## config.mk

```make
export PLATFORM = sky130hd
export DESIGN_NAME = vlat_front
export DESIGN_NICKNAME = d
export VERILOG_FILES = /design/src/rtl/vlat_pkg.sv /design/src/rtl/vlat_front.sv
export SDC_FILE = /design/constraint.sdc
export NUM_CORES = 1
export LEC_CHECK = 0
export BUFFER_PORTS_ARGS = -buffer_cell sky130_fd_sc_hd__buf_2
export CORE_ASPECT_RATIO = 1.2
export CORE_MARGIN = 5
export CORE_UTILIZATION = 27
export DETAILED_ROUTE_END_ITERATION = 8
export GPL_ROUTABILITY_DRIVEN = 0
export PLACE_DENSITY = 0.82
export SYNTH_ARGS = -nofsm -noshare
export SYNTH_HDL_FRONTEND = slang
export SYNTH_SLANG_ARGS = --single-unit
```

## constraint.sdc

```tcl
create_clock -name vclk -period 1.6
set_input_delay 0.24 -clock vclk [all_inputs]
set_output_delay 0.24 -clock vclk [all_outputs]
set_load 0.02 [all_outputs]
```

## src/rtl/vlat_pkg.sv

```systemverilog
`default_nettype none
// ----------------------------------------------------------------------------
// vlat_pkg: shared types and codes of the virtual loss table
// Request codes, internal operation codes, the command word that runs
// from the front part to the back part, and the result record.
// ----------------------------------------------------------------------------
package vlat_pkg;

	// request codes on req_type
	localparam logic [2:0] REQ_APPLY  = 3'd0;
	localparam logic [2:0] REQ_REMOVE = 3'd1;
	localparam logic [2:0] REQ_READ   = 3'd2;
	localparam logic [2:0] REQ_CLEAR  = 3'd3;
	localparam logic [2:0] REQ_STATS  = 3'd4;

	// operations after classification
	typedef logic [2:0] op_t;
	localparam op_t OP_APPLY  = 3'd0;
	localparam op_t OP_REMOVE = 3'd1;
	localparam op_t OP_READ   = 3'd2;
	localparam op_t OP_CLEAR  = 3'd3;
	localparam op_t OP_STATS  = 3'd4;
	localparam op_t OP_PEEK   = 3'd5;  // apply/remove while disabled
	localparam op_t OP_BAD    = 3'd6;  // unknown request

	// configuration register indexes
	localparam logic [1:0] CFG_ENABLE      = 2'd0;
	localparam logic [1:0] CFG_DEFAULT_MAG = 2'd1;
	localparam logic [1:0] CFG_NODE_COUNT  = 2'd2;

	// saturation limits of the statistics fields
	localparam logic [27:0] SUM_MAX    = 28'hFFF_FFFF;
	localparam logic [12:0] LOADED_MAX = 13'h1FFF;

	typedef struct packed {
		op_t         op;
		logic        idx_ok;
		logic [11:0] idx;
		logic [15:0] mag;
	} cmd_t;

	typedef struct packed {
		logic        ok;
		logic [15:0] loss_value;
		logic [31:0] applies_done;
		logic [31:0] removes_done;
		logic [31:0] active_paths;
		logic [27:0] loss_sum;
		logic [12:0] loaded_nodes;
		logic [15:0] loss_max;
		logic [15:0] loss_avg;
	} res_t;

endpackage

`default_nettype wire

```

## src/rtl/vlat_front.sv

```systemverilog
`default_nettype none
// ----------------------------------------------------------------------------
// vlat_front: request classifier
// Checks the index against the node count and table size, selects the
// magnitude and maps each request to an operation for the back part.
// ----------------------------------------------------------------------------
module vlat_front #(
	parameter int TABLE_ENTRIES = 4096
) (
	input  wire  logic [2:0]     req_type,
	input  wire  logic [11:0]    entry_index,
	input  wire  logic [15:0]    magnitude,
	input  wire  logic           use_default,
	input  wire  logic           enable,
	input  wire  logic [15:0]    default_magnitude,
	input  wire  logic [12:0]    node_limit,
	output vlat_pkg::cmd_t       cmd
);
	import vlat_pkg::*;

	logic idx_ok;

	// index is valid below both the node count and the table depth
	assign idx_ok = (17'(entry_index) < 17'(node_limit)) &&
	                (17'(entry_index) < 17'(TABLE_ENTRIES));

	always_comb begin
		cmd.idx_ok = idx_ok;
		cmd.idx    = entry_index;
		cmd.mag    = use_default ? default_magnitude : magnitude;
		case (req_type)
			REQ_APPLY:  cmd.op = enable ? OP_APPLY : OP_PEEK;
			REQ_REMOVE: cmd.op = enable ? OP_REMOVE : OP_PEEK;
			REQ_READ:   cmd.op = OP_READ;
			REQ_CLEAR:  cmd.op = OP_CLEAR;
			REQ_STATS:  cmd.op = OP_STATS;
			default:    cmd.op = OP_BAD;
		endcase
	end

endmodule

`default_nettype wire

```

---- Word level (Yosys, flattened, before mapping) ----
Index checks and enable logic that the tools add are counted.
storage, ports and cells
  output and inout bits ................... 32
  bits of input ports ..................... 62
  register bits after elaboration ......... 0
  word-level logic and storage cells ...... 10
cells by class
  order comparisons ....................... 1
  equality and inequality tests ........... 4
  reductions and logical operators ........ 1
  multiplexer cells ....................... 4
operator list
  kind                count
  $mux 16             1
  $pmux 3 s5          1
  $lt 12x13->1        1
  $eq 3x2->1 const B  2
  $mux 3              2
  $eq 3x1->1 const B  1
  $eq 3x3->1 const B  1
  $logic_not 3->1     1

---- Logic depth before layout (Yosys ltp) ----
  depth in word-level cells ............... 2
  gate-level depth with buffers ........... 7
  gate-level depth less buffers ........... 6

---- Worst setup path after synthesis ----
No wires, ideal clock.
  path type ............................... in2out
  from .................................... in node_limit[3]
  to ...................................... out cmd[28] (netlist name)
  arrival ................................. 1396 ps
  buffers on the path ..................... 1
  slack ................................... -36 ps
  data required time ...................... 1360 ps
  stages on the path ...................... 7
  path through ............................ inv_1 -> ha_1 -> a21oi_2 -> nand2_1 -> a211o_1 -> a211oi_2 -> buf_4
between the ends
  longest elaborated chain between the ends .. 1
ends and longest elaborated chain
  item             line              RTL
  start, declared  vlat_front.sv:16  input wire logic [12:0] node_limit,
  $lt 12x13->1     vlat_front.sv:24  assign idx_ok = (17'(entry_index) < 17'(node_limit)) &&
  end, declared    vlat_front.sv:17  output vlat_pkg::cmd_t cmd
No other way between the ends.

==> impl_metrics.py <==
metrics = {
    "status": {
        "status": "finished, final reports clean",
    },
    "route": {
        "top_layer": "met3",
        "drtAntennaViolNets": 0,
        "firstDrtPassIters": 2,
        "drt-vias-per-instance": 4.39,
        "wl_met1_um": 706,
        "drt-initial-drc-count": 4,
        "met2_length_mm": 1.18,
        "vias": 816,
        "routed_wl_mm": 2.20,
        "route.met3.wl_um": 313,
        "drc": 0,
        "wl_per_cell_um": 11.8,
    },
    "final_layout": {
        "final_area_um2": 1100,
        "final_util_pct": 52.4,
        "multi_input_area_um2": 526,
        "nets": 231,
        "design.seq.count": 0,
        "syn2layout_area_growth_pct": 81.9,
        "regArea_um2": 0,
        "diodes": 0,
        "n_clock_buffer": 0,
        "drive_gt1_share_pct": 78.8,
        "fillers": 214,
        "instances_no_fill": 186,
    },
    "sta": {
        "final-hold-violation-count": 0,
        "setup_slack_ns": 0.00369,
        "slew_headroom_pct": 78.7,
        "period_minus_slack_ns": 1.60,
        "max_freq_mhz": 626,
        "period_share_pct": 99.8,
        "rsz0062_at_grt": "yes",
        "slew_violations": 0,
        "setup_viol": 0,
        "max_slew.worst_pin.slew_ns": 0.319,
    },
    "synth": {
        "ys_types": 16,
        "yosysSeqAreaShare_pct": 0,
        "yosysWarnings": 0,
        "synth_area_per_cell_um2": 7.94,
        "synthCells": 76,
        "syn_area_um2": 603,
        "synth_nets": 149,
    },
    "power_and_ir_drop": {
        "power_density_nw_per_um2": 307,
        "p_leak_uw": 0.000646,
        "ir_worst_vdd_mv": 0.173,
        "p_total_uw": 337,
    },
    "critical_path": {
        "cp-end-kind": "output pin",
        "criticalPathCategory": "in -> out",
        "worst_ep_arrival_time_ns": 1.36,
        "crit_path_start_kind": "input port",
        "required_ns": 1.36,
        "crit_path_max_fanout": 3,
        "cpMaxStageDelayCell": "a211o_1",
        "path_cells": "buf_6 -> inv_4 -> ha_4 -> a21oi_2 -> nand2_1 -> a211o_1 -> a211oi_2 -> buf_4",
        "cp_top_family": "compound AO/OA/AOI/OAI gates",
        "path_buf_inv": 3,
        "cp_slowest_stage_delay_ns": 0.26,
    },
    "place": {
        "io_buffers": 94,
        "dp_slack_ns": -0.136,
        "place_area_um2": 1020,
        "place_inst": 186,
        "place_hpwl_mm": 2.01,
    },
    "worst_hold_path": {
        "min-delay-path-class": "in -> out",
    },
    "floorplanning": {
        "dieArea_um2": 3280,
        "initial_core_util_pct": 28.8,
        "design.portCount": 94,
        "core_um2": 2090,
        "rows": 18,
        "fp.dieH_um": 61.8,
        "fp.dieW_um": 53.1,
    },
    "run": {
        "drv_cap": 0,
    },
    "grt": {
        "grt_usage_pct": 11.6,
        "grt_pass1_vias": 842,
        "grt_max_degree": 17,
        "grt.overflow.total": 0,
        "grt_pass1_wl_mm": 2.93,
        "grt_antenna_before_repair": 0,
    },
    "cts": {
        "post_cts_buffers": 0,
    },
}
## metrics by stage
stage | hold slack (ns) | TNS, ns
final | 0.713 | 0
after global routing | 0.718 | -0.0744
after CTS | 0.715 | 0
after detailed placement | 0.715 | -0.136
after global placement | 0.714 | -0.107
after floorplan | 0.560 | 0
## kinds of logic (layout without fill, tap and decap cells)
| logic type | after synthesis | count (layout) | share of synthesized area (%) |
|---|---|---|---|
| muxes | 16 | 16 | 29.9 |
| AOI/OAI and AO/OA | 10 | 10 | 12.0 |
| and+or+nand+nor | 12 | 12 | 9.96 |
| adders and majority gates | 11 | 11 | 22.8 |
| buffers and inverters | 27 | 107 | 25.3 |
## synthesized netlist by cell type
master,number,share of area [%]
nand2_1,1,0.62
buf_4,13,16
inv_1,12,7.5
or2_2,1,1.0
a21oi_2,1,1.5
mux2_2,16,30
nand4_1,2,2.1
buf_2,2,1.7
nand4b_1,1,1.5
a211o_1,1,1.5
ha_1,11,23
nor2_1,5,3.1
a21oi_1,4,3.3
nand3_1,2,1.7
a21o_1,3,3.7
a211oi_2,1,2.1
## metal layers
layer	vias to the layer above	GRT usage, %
li1	410	-
met5	-	0
met2	64	28.0
met4	0	0
met1	342	9.05
met3	0	2.86
## cells in the final DEF (no fill, tap or decap), types with 2 or more instances in the layout
| cell | count |
|---|---|
| a21o_1 | 3 |
| a21oi_1 | 4 |
| buf_2 | 92 |
| buf_4 | 2 |
| ha_1 | 5 |
| ha_4 | 6 |
| inv_1 | 9 |
| inv_2 | 2 |
| mux2_2 | 16 |
| nand3_1 | 2 |
| nand4_1 | 2 |
| nor2_1 | 5 |
## path summary, 6_finish.rpt
kind	startpoint	to	slack, ns	cells past startpoint
worst max-delay path	node_limit[3]	cmd[28]	0.004	8
worst min-delay path	entry_index[0]	cmd[16]	0.71	2
## what timing repair did
item	in CTS	in global routing
pin swaps	5	1
hold buffers	0	0
gates resized for setup	9	2
setup endpoints to repair	1	1
## final cells by class
class                           instances  area share, %
Timing Repair Buffer                   95           44.4
Inverter                               12           4.33
Tap cell                               30           3.42
Multi-Input combinational cell         49           47.9
## report_power, final
part	switching [uW]	internal, uW	total, uW	leakage [uW]
Combinational	170	168	337	0.000646
Clock	0	0	0	0
Sequential	0	0	0	0
Total	170	168	337	0.000646
(Power assumes the default switching activity.)
