File: src/rtl/vlat_pkg.sv
`default_nettype none
// ----------------------------------------------------------------------------
// vlat_pkg: shared types and codes of the virtual loss table
// Request codes, internal operation codes, the command word that runs
// from the front part to the back part, and the result record.
// ----------------------------------------------------------------------------
package vlat_pkg;

	// request codes on req_type
	localparam logic [2:0] REQ_APPLY  = 3'd0;
	localparam logic [2:0] REQ_REMOVE = 3'd1;
	localparam logic [2:0] REQ_READ   = 3'd2;
	localparam logic [2:0] REQ_CLEAR  = 3'd3;
	localparam logic [2:0] REQ_STATS  = 3'd4;

	// operations after classification
	typedef logic [2:0] op_t;
	localparam op_t OP_APPLY  = 3'd0;
	localparam op_t OP_REMOVE = 3'd1;
	localparam op_t OP_READ   = 3'd2;
	localparam op_t OP_CLEAR  = 3'd3;
	localparam op_t OP_STATS  = 3'd4;
	localparam op_t OP_PEEK   = 3'd5;  // apply/remove while disabled
	localparam op_t OP_BAD    = 3'd6;  // unknown request

	// configuration register indexes
	localparam logic [1:0] CFG_ENABLE      = 2'd0;
	localparam logic [1:0] CFG_DEFAULT_MAG = 2'd1;
	localparam logic [1:0] CFG_NODE_COUNT  = 2'd2;

	// saturation limits of the statistics fields
	localparam logic [27:0] SUM_MAX    = 28'hFFF_FFFF;
	localparam logic [12:0] LOADED_MAX = 13'h1FFF;

	typedef struct packed {
		op_t         op;
		logic        idx_ok;
		logic [11:0] idx;
		logic [15:0] mag;
	} cmd_t;

	typedef struct packed {
		logic        ok;
		logic [15:0] loss_value;
		logic [31:0] applies_done;
		logic [31:0] removes_done;
		logic [31:0] active_paths;
		logic [27:0] loss_sum;
		logic [12:0] loaded_nodes;
		logic [15:0] loss_max;
		logic [15:0] loss_avg;
	} res_t;

endpackage

`default_nettype wire

File: src/rtl/vlat_queue.sv
`default_nettype none
// ----------------------------------------------------------------------------
// vlat_queue: two-entry command queue
// Parts the front from the back so that each side stalls on its own.
// ----------------------------------------------------------------------------
module vlat_queue (
	input  wire  logic           clk,
	input  wire  logic           arst_n,
	input  wire  logic           push,
	input  wire  vlat_pkg::cmd_t push_cmd,
	input  wire  logic           pop,
	output vlat_pkg::cmd_t       head,
	output logic                 empty,
	output logic                 full
);
	import vlat_pkg::*;

	cmd_t       entry_q [2];
	logic       wr_ptr_q;
	logic       rd_ptr_q;
	logic [1:0] count_q;

	assign empty = (count_q == 2'd0);
	assign full  = (count_q == 2'd2);
	assign head  = entry_q[rd_ptr_q];

	// pointers and fill count
	always_ff @(posedge clk or negedge arst_n) begin
		if (!arst_n) begin
			wr_ptr_q <= 1'b0;
			rd_ptr_q <= 1'b0;
			count_q  <= 2'd0;
		end else begin
			if (push) wr_ptr_q <= ~wr_ptr_q;
			if (pop)  rd_ptr_q <= ~rd_ptr_q;
			case ({push, pop})
				2'b10:   count_q <= count_q + 2'd1;
				2'b01:   count_q <= count_q - 2'd1;
				default: count_q <= count_q;
			endcase
		end
	end

	// storage
	always_ff @(posedge clk) begin
		if (push) entry_q[wr_ptr_q] <= push_cmd;
	end

endmodule

`default_nettype wire

File: config.mk
export PLATFORM = sky130hd
export DESIGN_NAME = vlat_queue
export DESIGN_NICKNAME = d
export VERILOG_FILES = /design/src/rtl/vlat_pkg.sv /design/src/rtl/vlat_queue.sv
export SDC_FILE = /design/constraint.sdc
export NUM_CORES = 1
export LEC_CHECK = 0
export BUFFER_PORTS_ARGS = -buffer_cell sky130_fd_sc_hd__buf_2
export CORE_ASPECT_RATIO = 1.2
export CORE_UTILIZATION = 38
export CTS_BUF_LIST = sky130_fd_sc_hd__clkbuf_8
export CTS_CLUSTER_DIAMETER = 120
export DETAILED_ROUTE_END_ITERATION = 16
export GPL_ROUTABILITY_DRIVEN = 0
export GPL_TIMING_DRIVEN = 0
export PLACE_DENSITY = 0.59
export SLEW_MARGIN = 20
export SYNTH_ARGS = -nofsm -noshare
export SYNTH_HDL_FRONTEND = slang
export SYNTH_SLANG_ARGS = --single-unit
File: constraint.sdc
create_clock -name clk -period 4.21 [get_ports clk]
set_input_delay 0.6315 -clock clk [delete_from_list [all_inputs] [get_ports clk]]
set_output_delay 0.6315 -clock clk [all_outputs]
set_load 0.05 [all_outputs]
### Word level (Yosys, flattened, before mapping)

Memories as Yosys holds them, arrays and structs flattened.
Cells that the tools add are included.

| cells by class | value |
|---|---|
| shift operators | 0 |
| add/subtract/negate cells | 2 |
| equal/unequal tests | 3 |
| muxes and demuxes | 3 |
| order comparisons | 0 |
| bitwise gates (word level) | 2 |
| div/mod/pow operators | 0 |
| reduce and logical (&&, ||, !) cells | 2 |
| multiply operators | 0 |

Operator list:

| kind | count |
|---|---|
| 2-bit equality test (second input constant) | 2 |
| 2-bit one-hot mux with 2 select lines | 1 |
| 2-bit by 1-bit adder with 2-bit output (second input constant) | 1 |
| 2-bit by 1-bit equality test with 1-bit output (second input constant) | 1 |
| 2-bit logical NOT | 1 |
| 1-bit 2-to-1 mux | 2 |
| 1-bit inverter | 2 |
| 2-bit nonzero test | 1 |
| 2-bit by 1-bit subtractor with 2-bit output (second input constant) | 1 |

| storage, ports and cells | value |
|---|---|
| word-level logic and storage cells | 16 |
| input port bits | 36 |
| output and inout port bits | 34 |
| RAM bits | 64 |
| bits in read-only memories | 0 |
| bits in latches | 0 |
| memories | 1 |
| register bits | 4 |

Memory list:

| memory | depth | width | rd ports | clocked after Yosys merged registers in | write ports | line | RTL |
|---|---|---|---|---|---|---|---|
| entry_q | 2 | 32 | 1 | 0 | 1 | vlat_queue.sv:18 | `cmd_t entry_q [2];` |

### Logic depth before layout (Yosys ltp)

Gate-level depths: netlist of run 1.

| logic depth | value |
|---|---|
| depth after elaboration | 2 |
| gate-level depth with buffers | 5 |
| gate-level depth less buffers | 5 |

### Worst setup path after synthesis of run 1

No wires, ideal clock.

| timing path | value |
|---|---|
| path type | input -> register |
| start point | in push |
| end point | mem entry_q[0][0] (netlist bit), enable pin |
| slack | 1,752 ps |
| buffers on the path | 0 |
| arrival time | 2,036 ps |
| required time | 3,788 ps |
| setup time | 422 ps |
| stages | 2 |
| cell sequence | inv_1 -> nor2_1 |

| on the way | value |
|---|---|
| longest elaborated chain between the ends | 2 |

Ends and longest elaborated chain:

| element | line | RTL |
|---|---|---|
| start, declared | vlat_queue.sv:9 | `input wire logic push,` |
| 1-bit 2-to-1 mux | vlat_queue.sv:46 | `if (push) entry_q[wr_ptr_q] <= push_cmd;` |
| 1-bit 2-to-1 mux (implied by the code) | vlat_queue.sv:46 |  |
| end, declared | vlat_queue.sv:18 |  |

Every way passes these cells.

==> out/qor.txt, run 1 <==
Most instantiated cells after synthesis: edfxtp_1, mux2_4, dfrtp_1
Mapped Cells: 116
Slew HR: 0.479
Crit end category: output pin
Row count: 32
# DRC: 0
Comb pwr share: 0.435
Critical path depth in cells: 4
Register area: 2020 um^2
Clk buf depth: 2
Origin of the critical flop-to-flop path: wr_ptr_q
Max-cap violations: 0
Share of cells above drive strength 1: 0.614
Final Critical Period: 2.14 ns
Via density: 4.40
Synth Area per Inst: 22.8 um^2
Clock slew at reported path FFs: 0.07 ns
Port bufs: 69
Sw Share: 0.388
RSZ-0062 raised after global routing: no
Worst setup startpoint: rd_ptr_q
Number of global-route vias before repair: 1327
Worst-margin pin slew: 0.782 ns
Most common cell in the synthesized netlist: edfxtp_1
Core box area: 6570 um^2
Crit Path Max Fanout: 10
Io pins: 70
Number of synthesized flops with an enable pin: 64
CP required: 3.58 ns
Multi-input gate area: 558 um^2
Reg2Reg Setup Slack: 2.70 ns
P_leak: 1.37 nW
Leading area contributor after synthesis: edfxtp_1
Ys Warns: 0
1st-iter DRT viols: 41
Fmax: 467 MHz
Die X: 78.2 um
Flops & latches, synth: 68
Fillers: 568
Critical path launch point type: flop
First-pass GRT wire length: 6.21 mm
Via count: 1263
Cts hold-fix bufs: 0
Pre-antenna DRT Iters: 4
CP top delay family: buffers and inverters
Clock root cell: clkbuf_8
Worst Path Arrival: 1.51 ns
Cells on worst reg2reg path: 1
Status: completed
# diodes: 0
Dominant cells by area after synthesis: edfxtp_1, mux2_4, dfrtp_1
Type of the most critical hold path: in2async
Max incr delay on CP: 0.38 ns
Worst path bufs/invs: 3
Grt total ovfl: 0
Dpl ws: 2.37 ns
M3 GR Usage: 0.0341
Non-filler cells, final: 287
Placed cell count: 271
Peak supply drop: 0.497 mV
Sequential cell area fraction in the yosys report: 0.764
Crit Path Class: reg2out
Final setup viols: 0
Clock sink count: 68
Post-synth ARST share: 0.0588
Yosys cell types: 13
Initial Util: 0.403
Power Dens Cells: 805 nW/um^2
Worst r2r dst: entry_q[1][18]
Post-Syn Nets: 153
Area delta synth->final: 26.9%
Nets: 234
Met2 usage: 0.215
CP Cell Sequence: buf_6, buf_12, mux2_4, buf_2
Synth Flop Type: edfxtp_1
Layout Skew: 0.00729 ns
Setup WS post-layout: 2.07 ns
Drt total wl: 4.04 mm
Full die area: 7300 um^2
Mapped Area: 2650 um^2
Fin. max-slew vios: 0
CTS tree: yes
Final HPWL from detailed placement: 2.85 mm
Share of Yosys cell area claimed by the top area cell type: 0.726
Power share of the clock group: 0.214
Clock buffer count from CTS: 9
Post-CTS setup buffer count: 0
Post-cts sizing count: 0
Final period util: 0.509
Largest net degree at the start of global routing: 33
Internal power: 1.65 mW
Share of power burned in registers: 0.351
Gr usage total: 0.120
Initial antenna violation count: 0
Skew-Pair Late Insertion Delay: 0.34 ns
Setup total negative slack: 0 ns
Routing usage on met1: 0.119
Detail-routed net length per standard cell: 14.1 um
H-tree levels: 3
Fin. Hold Viols: 0
Slowest CP cell: dfrtp_1
Die Y: 93.4 um
P_sw: 1.05 mW
GRT busiest layer: met2
Worst setup path end: head[11]
Antenna Nets Post-Route: 0
power by group through the flow:
stage / sequential, mW / clock, mW / combinational, mW
finish: 0.949 / 0.578 / 1.18
global placement: 0.959 / 0 / 1.16
CTS: 0.952 / 0.594 / 1.20
detailed placement: 0.967 / 0 / 1.20
floorplan: 0.952 / 0 / 0.978
global route: 0.964 / 0.618 / 1.23
stage by stage:
step | total power, mW | hold WS (ns) | utilization | area (um^2)
5_1_grt | 2.81 | 0.0763 | 0.511 | 3360
4_1_cts | 2.74 | 0.0712 | 0.511 | 3360
6_report | 2.70 | 0.0858 | 0.511 | 3360
2_1_floorplan | 1.93 | 0.336 | - | 2650
3_5_place_dp | 2.16 | 0.440 | 0.477 | 3130
3_3_place_gp | 2.12 | 0.435 | 0.472 | 3100
cell families after synthesis:
logic type | after synthesis | share of synthesized area
simple gates | 5 | 0.00899
flops | 68 | 0.764
mux | 32 | 0.177
fa+ha+maj | 1 | 0.00473
xor+xnor | 5 | 0.0166
buf+inv | 5 | 0.0284
layout make-up:
class | instances | share of cell area
timing repair buffer | 70 | 0.111
clock inverter | 7 | 0.0298
inverter | 1 | 0.00112
sequential | 68 | 0.602
buffer | 4 | 0.0212
clock buffer | 9 | 0.0369
multi-input combinational | 43 | 0.166
tap | 85 | 0.0317
worst min path at each step:
stage | startpoint | end | slack (ns) | depth (start not counted)
2_1_floorplan | arst_n | count_q[0] | 0.34 | 0
3_3_place_gp | arst_n | count_q[1] | 0.44 | 1
3_5_place_dp | arst_n | count_q[1] | 0.44 | 1
4_1_cts | arst_n | wr_ptr_q | 0.07 | 1
5_1_grt | arst_n | wr_ptr_q | 0.08 | 1
6_report | arst_n | count_q[1] | 0.09 | 1
routing by layer:
| layer | up-vias | share of wire |
|---|---|---|
| li1 | 612 | - |
| met5 | - | 0 |
| met2 | 35 | 0.56 |
| met3 | 9 | 0.046 |
| met4 | 0 | 0.020 |
| met1 | 607 | 0.37 |
layout by cell type, fill, tap and decap left out:
| master | n |
|---|---|
| buf_2 | 69 |
| edfxtp_1 | 64 |
| mux2_4 | 29 |
| clkbuf_8 | 9 |
| dfrtp_1 | 4 |
| buf_12 | 3 |
| mux2_2 | 3 |
| xor2_1 | 3 |
| clkinv_4 | 3 |
| nor2_1 | 2 |
| xnor2_1 | 2 |
| bufinv_16 | 2 |
| buf_6 | 1 |
| nor2b_1 | 1 |
| and2_2 | 1 |
| inv_1 | 1 |
| nor2_4 | 1 |
| ha_1 | 1 |
| inv_6 | 1 |
| clkinv_2 | 1 |
| buf_16 | 1 |
flip-flops by register name, summed over array words and instances (netlist names):
signal,count
rd_ptr_q,1
entry_q,64
wr_ptr_q,1
count_q,2
Power figures use the tool's default switching activity.
==> run 2: changes to the inputs <==
--- a/config.mk
+++ b/config.mk
@@ -5,6 +5,7 @@
 export SDC_FILE = /design/constraint.sdc
 export NUM_CORES = 1
 export LEC_CHECK = 0
+export ABC_AREA = 1
 export BUFFER_PORTS_ARGS = -buffer_cell sky130_fd_sc_hd__buf_2
 export CORE_ASPECT_RATIO = 1.2
 export CORE_UTILIZATION = 38
@@ -13,7 +14,7 @@
 export DETAILED_ROUTE_END_ITERATION = 16
 export GPL_ROUTABILITY_DRIVEN = 0
 export GPL_TIMING_DRIVEN = 0
-export PLACE_DENSITY = 0.59
+export PLACE_DENSITY = 0.61
 export SLEW_MARGIN = 20
 export SYNTH_ARGS = -nofsm -noshare
 export SYNTH_HDL_FRONTEND = slang
==> constraint.sdc (replaced) <==
create_clock -name clk -period 1.7 [get_ports clk]
set_input_delay 0.255 -clock clk [delete_from_list [all_inputs] [get_ports clk]]
set_output_delay 0.255 -clock clk [all_outputs]
set_load 0.05 [all_outputs]
==> run 2 against run 1 <==
Against the previous run:
- sequential share of layout area decreased by 3.7 points
- core utilization rose by 1.0 points
- sequential power increased by 150%
- worst hold slack improved by 0.0090 ns
- critical path depth stayed put
- combinational power rose to 3.1 times the previous value
- global-route usage increased by 1.1 points
- worst setup slack worse by 2.0 ns
- clock power increased by 120%
- critical path type unchanged
- highest routed layer unchanged
==> out/qor.txt, run 2 <==
Status: completed (unchanged)
H-tree levels: 3 (unchanged)
# diodes: 0 (unchanged)
Area delta synth->final: 32.4% (was 26.9%)
Critical path launch point type: flop (unchanged)
Largest net degree at the start of global routing: 33 (unchanged)
Share of Yosys cell area claimed by the top area cell type: 0.711 (was 0.726)
Mapped Cells: 191 (was 116)
Fmax: 615 MHz
Hold WS: 0.0948 ns (was 0.0858 ns)
P_leak: 1.53 nW (was 1.37 nW)
Worst-margin pin slew: 0.682 ns (was 0.782 ns)
Cells on worst reg2reg path: 2 (was 1)
Post-synth ARST share: 0.0588 (unchanged)
Share of cells above drive strength 1: 0.441 (was 0.614)
Die Y: 94.4 um (was 93.4 um)
Pre-antenna DRT Iters: 6 (was 4)
Gr usage total: 0.131 (was 0.120)
Full die area: 7450 um^2 (was 7300 um^2)
Die X: 79.0 um (was 78.2 um)
Type of the most critical hold path: in2reg (was in2async)
Final period util: 0.957
Yosys cell types: 15 (was 13)
Crit Path Class: reg2out (unchanged)
Most frequent cells in the layout: edfxtp_1, buf_2, inv_1, nand2_1, buf_6 (was buf_2, edfxtp_1, mux2_4, clkbuf_8, dfrtp_1)
Leading area contributor after synthesis: edfxtp_1 (unchanged)
Main combinational cell family by area after synthesis: compound AO/OA/AOI/OAI gates (was multiplexers)
Commonest non-fill, non-tap cell in the layout: edfxtp_1 (was buf_2)
Synth Area per Inst: 14.1 um^2 (was 22.8 um^2)
Peak supply drop: 1.26 mV (was 0.497 mV)
Slew HR: 0.544 (was 0.479)
Most flops, register: entry_q (unchanged)
Setup total negative slack: 0 ns (unchanged)
Crit end category: output pin (unchanged)
Most instantiated cells after synthesis: edfxtp_1, inv_1, nand2_1 (was edfxtp_1, mux2_4, dfrtp_1)
Most common cell in the synthesized netlist: edfxtp_1 (unchanged)
Fin. Hold Viols: 0 (unchanged)
First-pass GRT wire length: 6.89 mm (was 6.21 mm)
Hold Crit Depth: 1
Fin. max-slew vios: 0 (unchanged)
Detail-routed net length per standard cell: 11.9 um (was 14.1 um)
Via density: 4.34 (was 4.40)
Drt total wl: 4.37 mm (was 4.04 mm)
RSZ-0062 raised after global routing: yes (was no)
CP required: 1.44 ns (was 3.58 ns)
Number of synthesized flops with an enable pin: 64 (unchanged)
Layout Skew: 0.00865 ns (was 0.00729 ns)
Antenna Nets Post-Route: 0 (unchanged)
Crit Path Max Fanout: 10 (unchanged)
Clock buffer count from CTS: 9 (unchanged)
Initial Util: 0.394 (was 0.403)
# DRC: 0 (unchanged)
Post-synthesis mux area share: 0 (was 0.177)
Row count: 33 (was 32)
Post-Synth Simple-Gate Area: 0.0597 (was 0.00898)
Clock sink count: 68 (unchanged)
Core box area: 6850 um^2 (was 6570 um^2)
XOR/XNOR Fraction of Synth Area: 0.00973 (was 0.0165)
Largest regs: entry_q: 64 flops, count_q: 2 flops (unchanged)
Via count: 1588 (was 1263)
1st-iter DRT viols: 57 (was 41)
Io pins: 70 (unchanged)
Power Dens Cells: 2050 nW/um^2 (was 805 nW/um^2)
Post-Syn Nets: 228 (was 153)
Sequential cell area fraction in the yosys report: 0.748 (was 0.764)
Number of global-route vias before repair: 1480 (was 1327)
Clock root cell: clkbuf_8 (unchanged)
Initial antenna violation count: 0 (unchanged)
Nets: 311 (was 234)
Max FFs per register: 64 (unchanged)
Max-cap violations: 0 (unchanged)
Clk buf depth: 2 (unchanged)
Skew-Pair Late Insertion Delay: 0.34 ns (about the same)
Clock slew at reported path FFs: 0.08 ns (was 0.07 ns)
Flops & latches, synth: 68 (unchanged)
Worst Path Arrival: 1.37 ns (was 1.51 ns)
Mapped Area: 2700 um^2 (was 2650 um^2)
Post-synthesis adder-cell area fraction: 0.00463 (was 0.00473)
Ys Warns: 0 (unchanged)
Synth Flop Type: edfxtp_1 (unchanged)
Synth Area in Compound Gates: 0.0968 (was 0)
Grt total ovfl: 0 (unchanged)
Final HPWL from detailed placement: 2.90 mm (was 2.85 mm)
CTS tree: yes (unchanged)
Final Critical Period: 1.63 ns
Dominant cells by area after synthesis: edfxtp_1, o21ai_2, inv_1 (was edfxtp_1, mux2_4, dfrtp_1)
Final setup viols: 0 (unchanged)
Port bufs: 69 (unchanged)
run 2: worst paths after layout:
| path | startpoint | to | slack [ns] |
|---|---|---|---|
| setup / recovery | rd_ptr_q | head[9] | 0.07 |
| hold / removal | push_cmd[21] | entry_q[1][21] | 0.09 |
| setup reg to reg | wr_ptr_q | entry_q[0][14] | 0.26 |
| hold reg to reg | count_q[1] | count_q[1] | 0.51 |
| max in group asynchronous | arst_n | rd_ptr_q | 1.32 |
| min in group asynchronous | arst_n | count_q[1] | 0.25 |
run 2: critical path: stages, from the launching register on:
cell	delay (ns)
dfrtp_1	0.40
buf_6	0.14
buf_6	0.15
o21ai_2	0.16
buf_6	0.17
run 2: where the power goes:
group          total (mW)  internal (mW)  leakage (nW)  switching (mW)
Combinational        3.70           1.19         0.782            2.51
Sequential           2.34           2.23         0.648           0.109
Clock                1.29          0.683        0.0958           0.606
run 2: kinds of logic (layout without fill, tap and decap cells):
family | count (synthesis) | count (layout)
flops | 68 | 68
buf+inv | 45 | 133
simple gates | 42 | 42
compound gates | 32 | 32
xor+xnor | 3 | 3
fa+ha+maj | 1 | 1
run 2: cell type report:
| class | instances | area, um^2 |
|---|---|---|
| clock buffer | 9 | 124 |
| timing repair buffer | 72 | 543 |
| fill | 606 | 3280 |
| inverter | 38 | 143 |
| sequential | 68 | 2020 |
| buffer | 7 | 75.1 |
| tap | 87 | 109 |
| multi-input combinational | 78 | 484 |
| clock inverter | 7 | 76.3 |
run 2: routing by layer:
| metal | GRT usage | share of wire |
|---|---|---|
| met5 | 0 | 0 |
| met4 | 0.0636 | 0.016 |
| met3 | 0.0580 | 0.052 |
| met2 | 0.229 | 0.54 |
| met1 | 0.131 | 0.39 |
run 2: per-stage QoR:
stage,setup slack [ns],cells,total power [mW],instance area (um^2),utilization
final,0.0727,366,7.33,3580,0.522
after global routing,-0.0231,366,7.70,3580,0.522
after CTS,0.00485,365,7.12,3460,0.504
after detailed placement,0.257,348,5.65,3190,0.465
after global placement,-0.470,347,5.58,3160,0.461
after floorplan,-0.170,191,4.90,2700,-
run 2: repair_timing:
action                                  in CTS  in global routing
gates cloned                                 0                  1
resized for setup                           22                 37
endpoints found under the hold margin        4                  0
hold buffers                                 1                  0
endpoints found under the setup margin      22                 24
buffers inserted                             0                  0
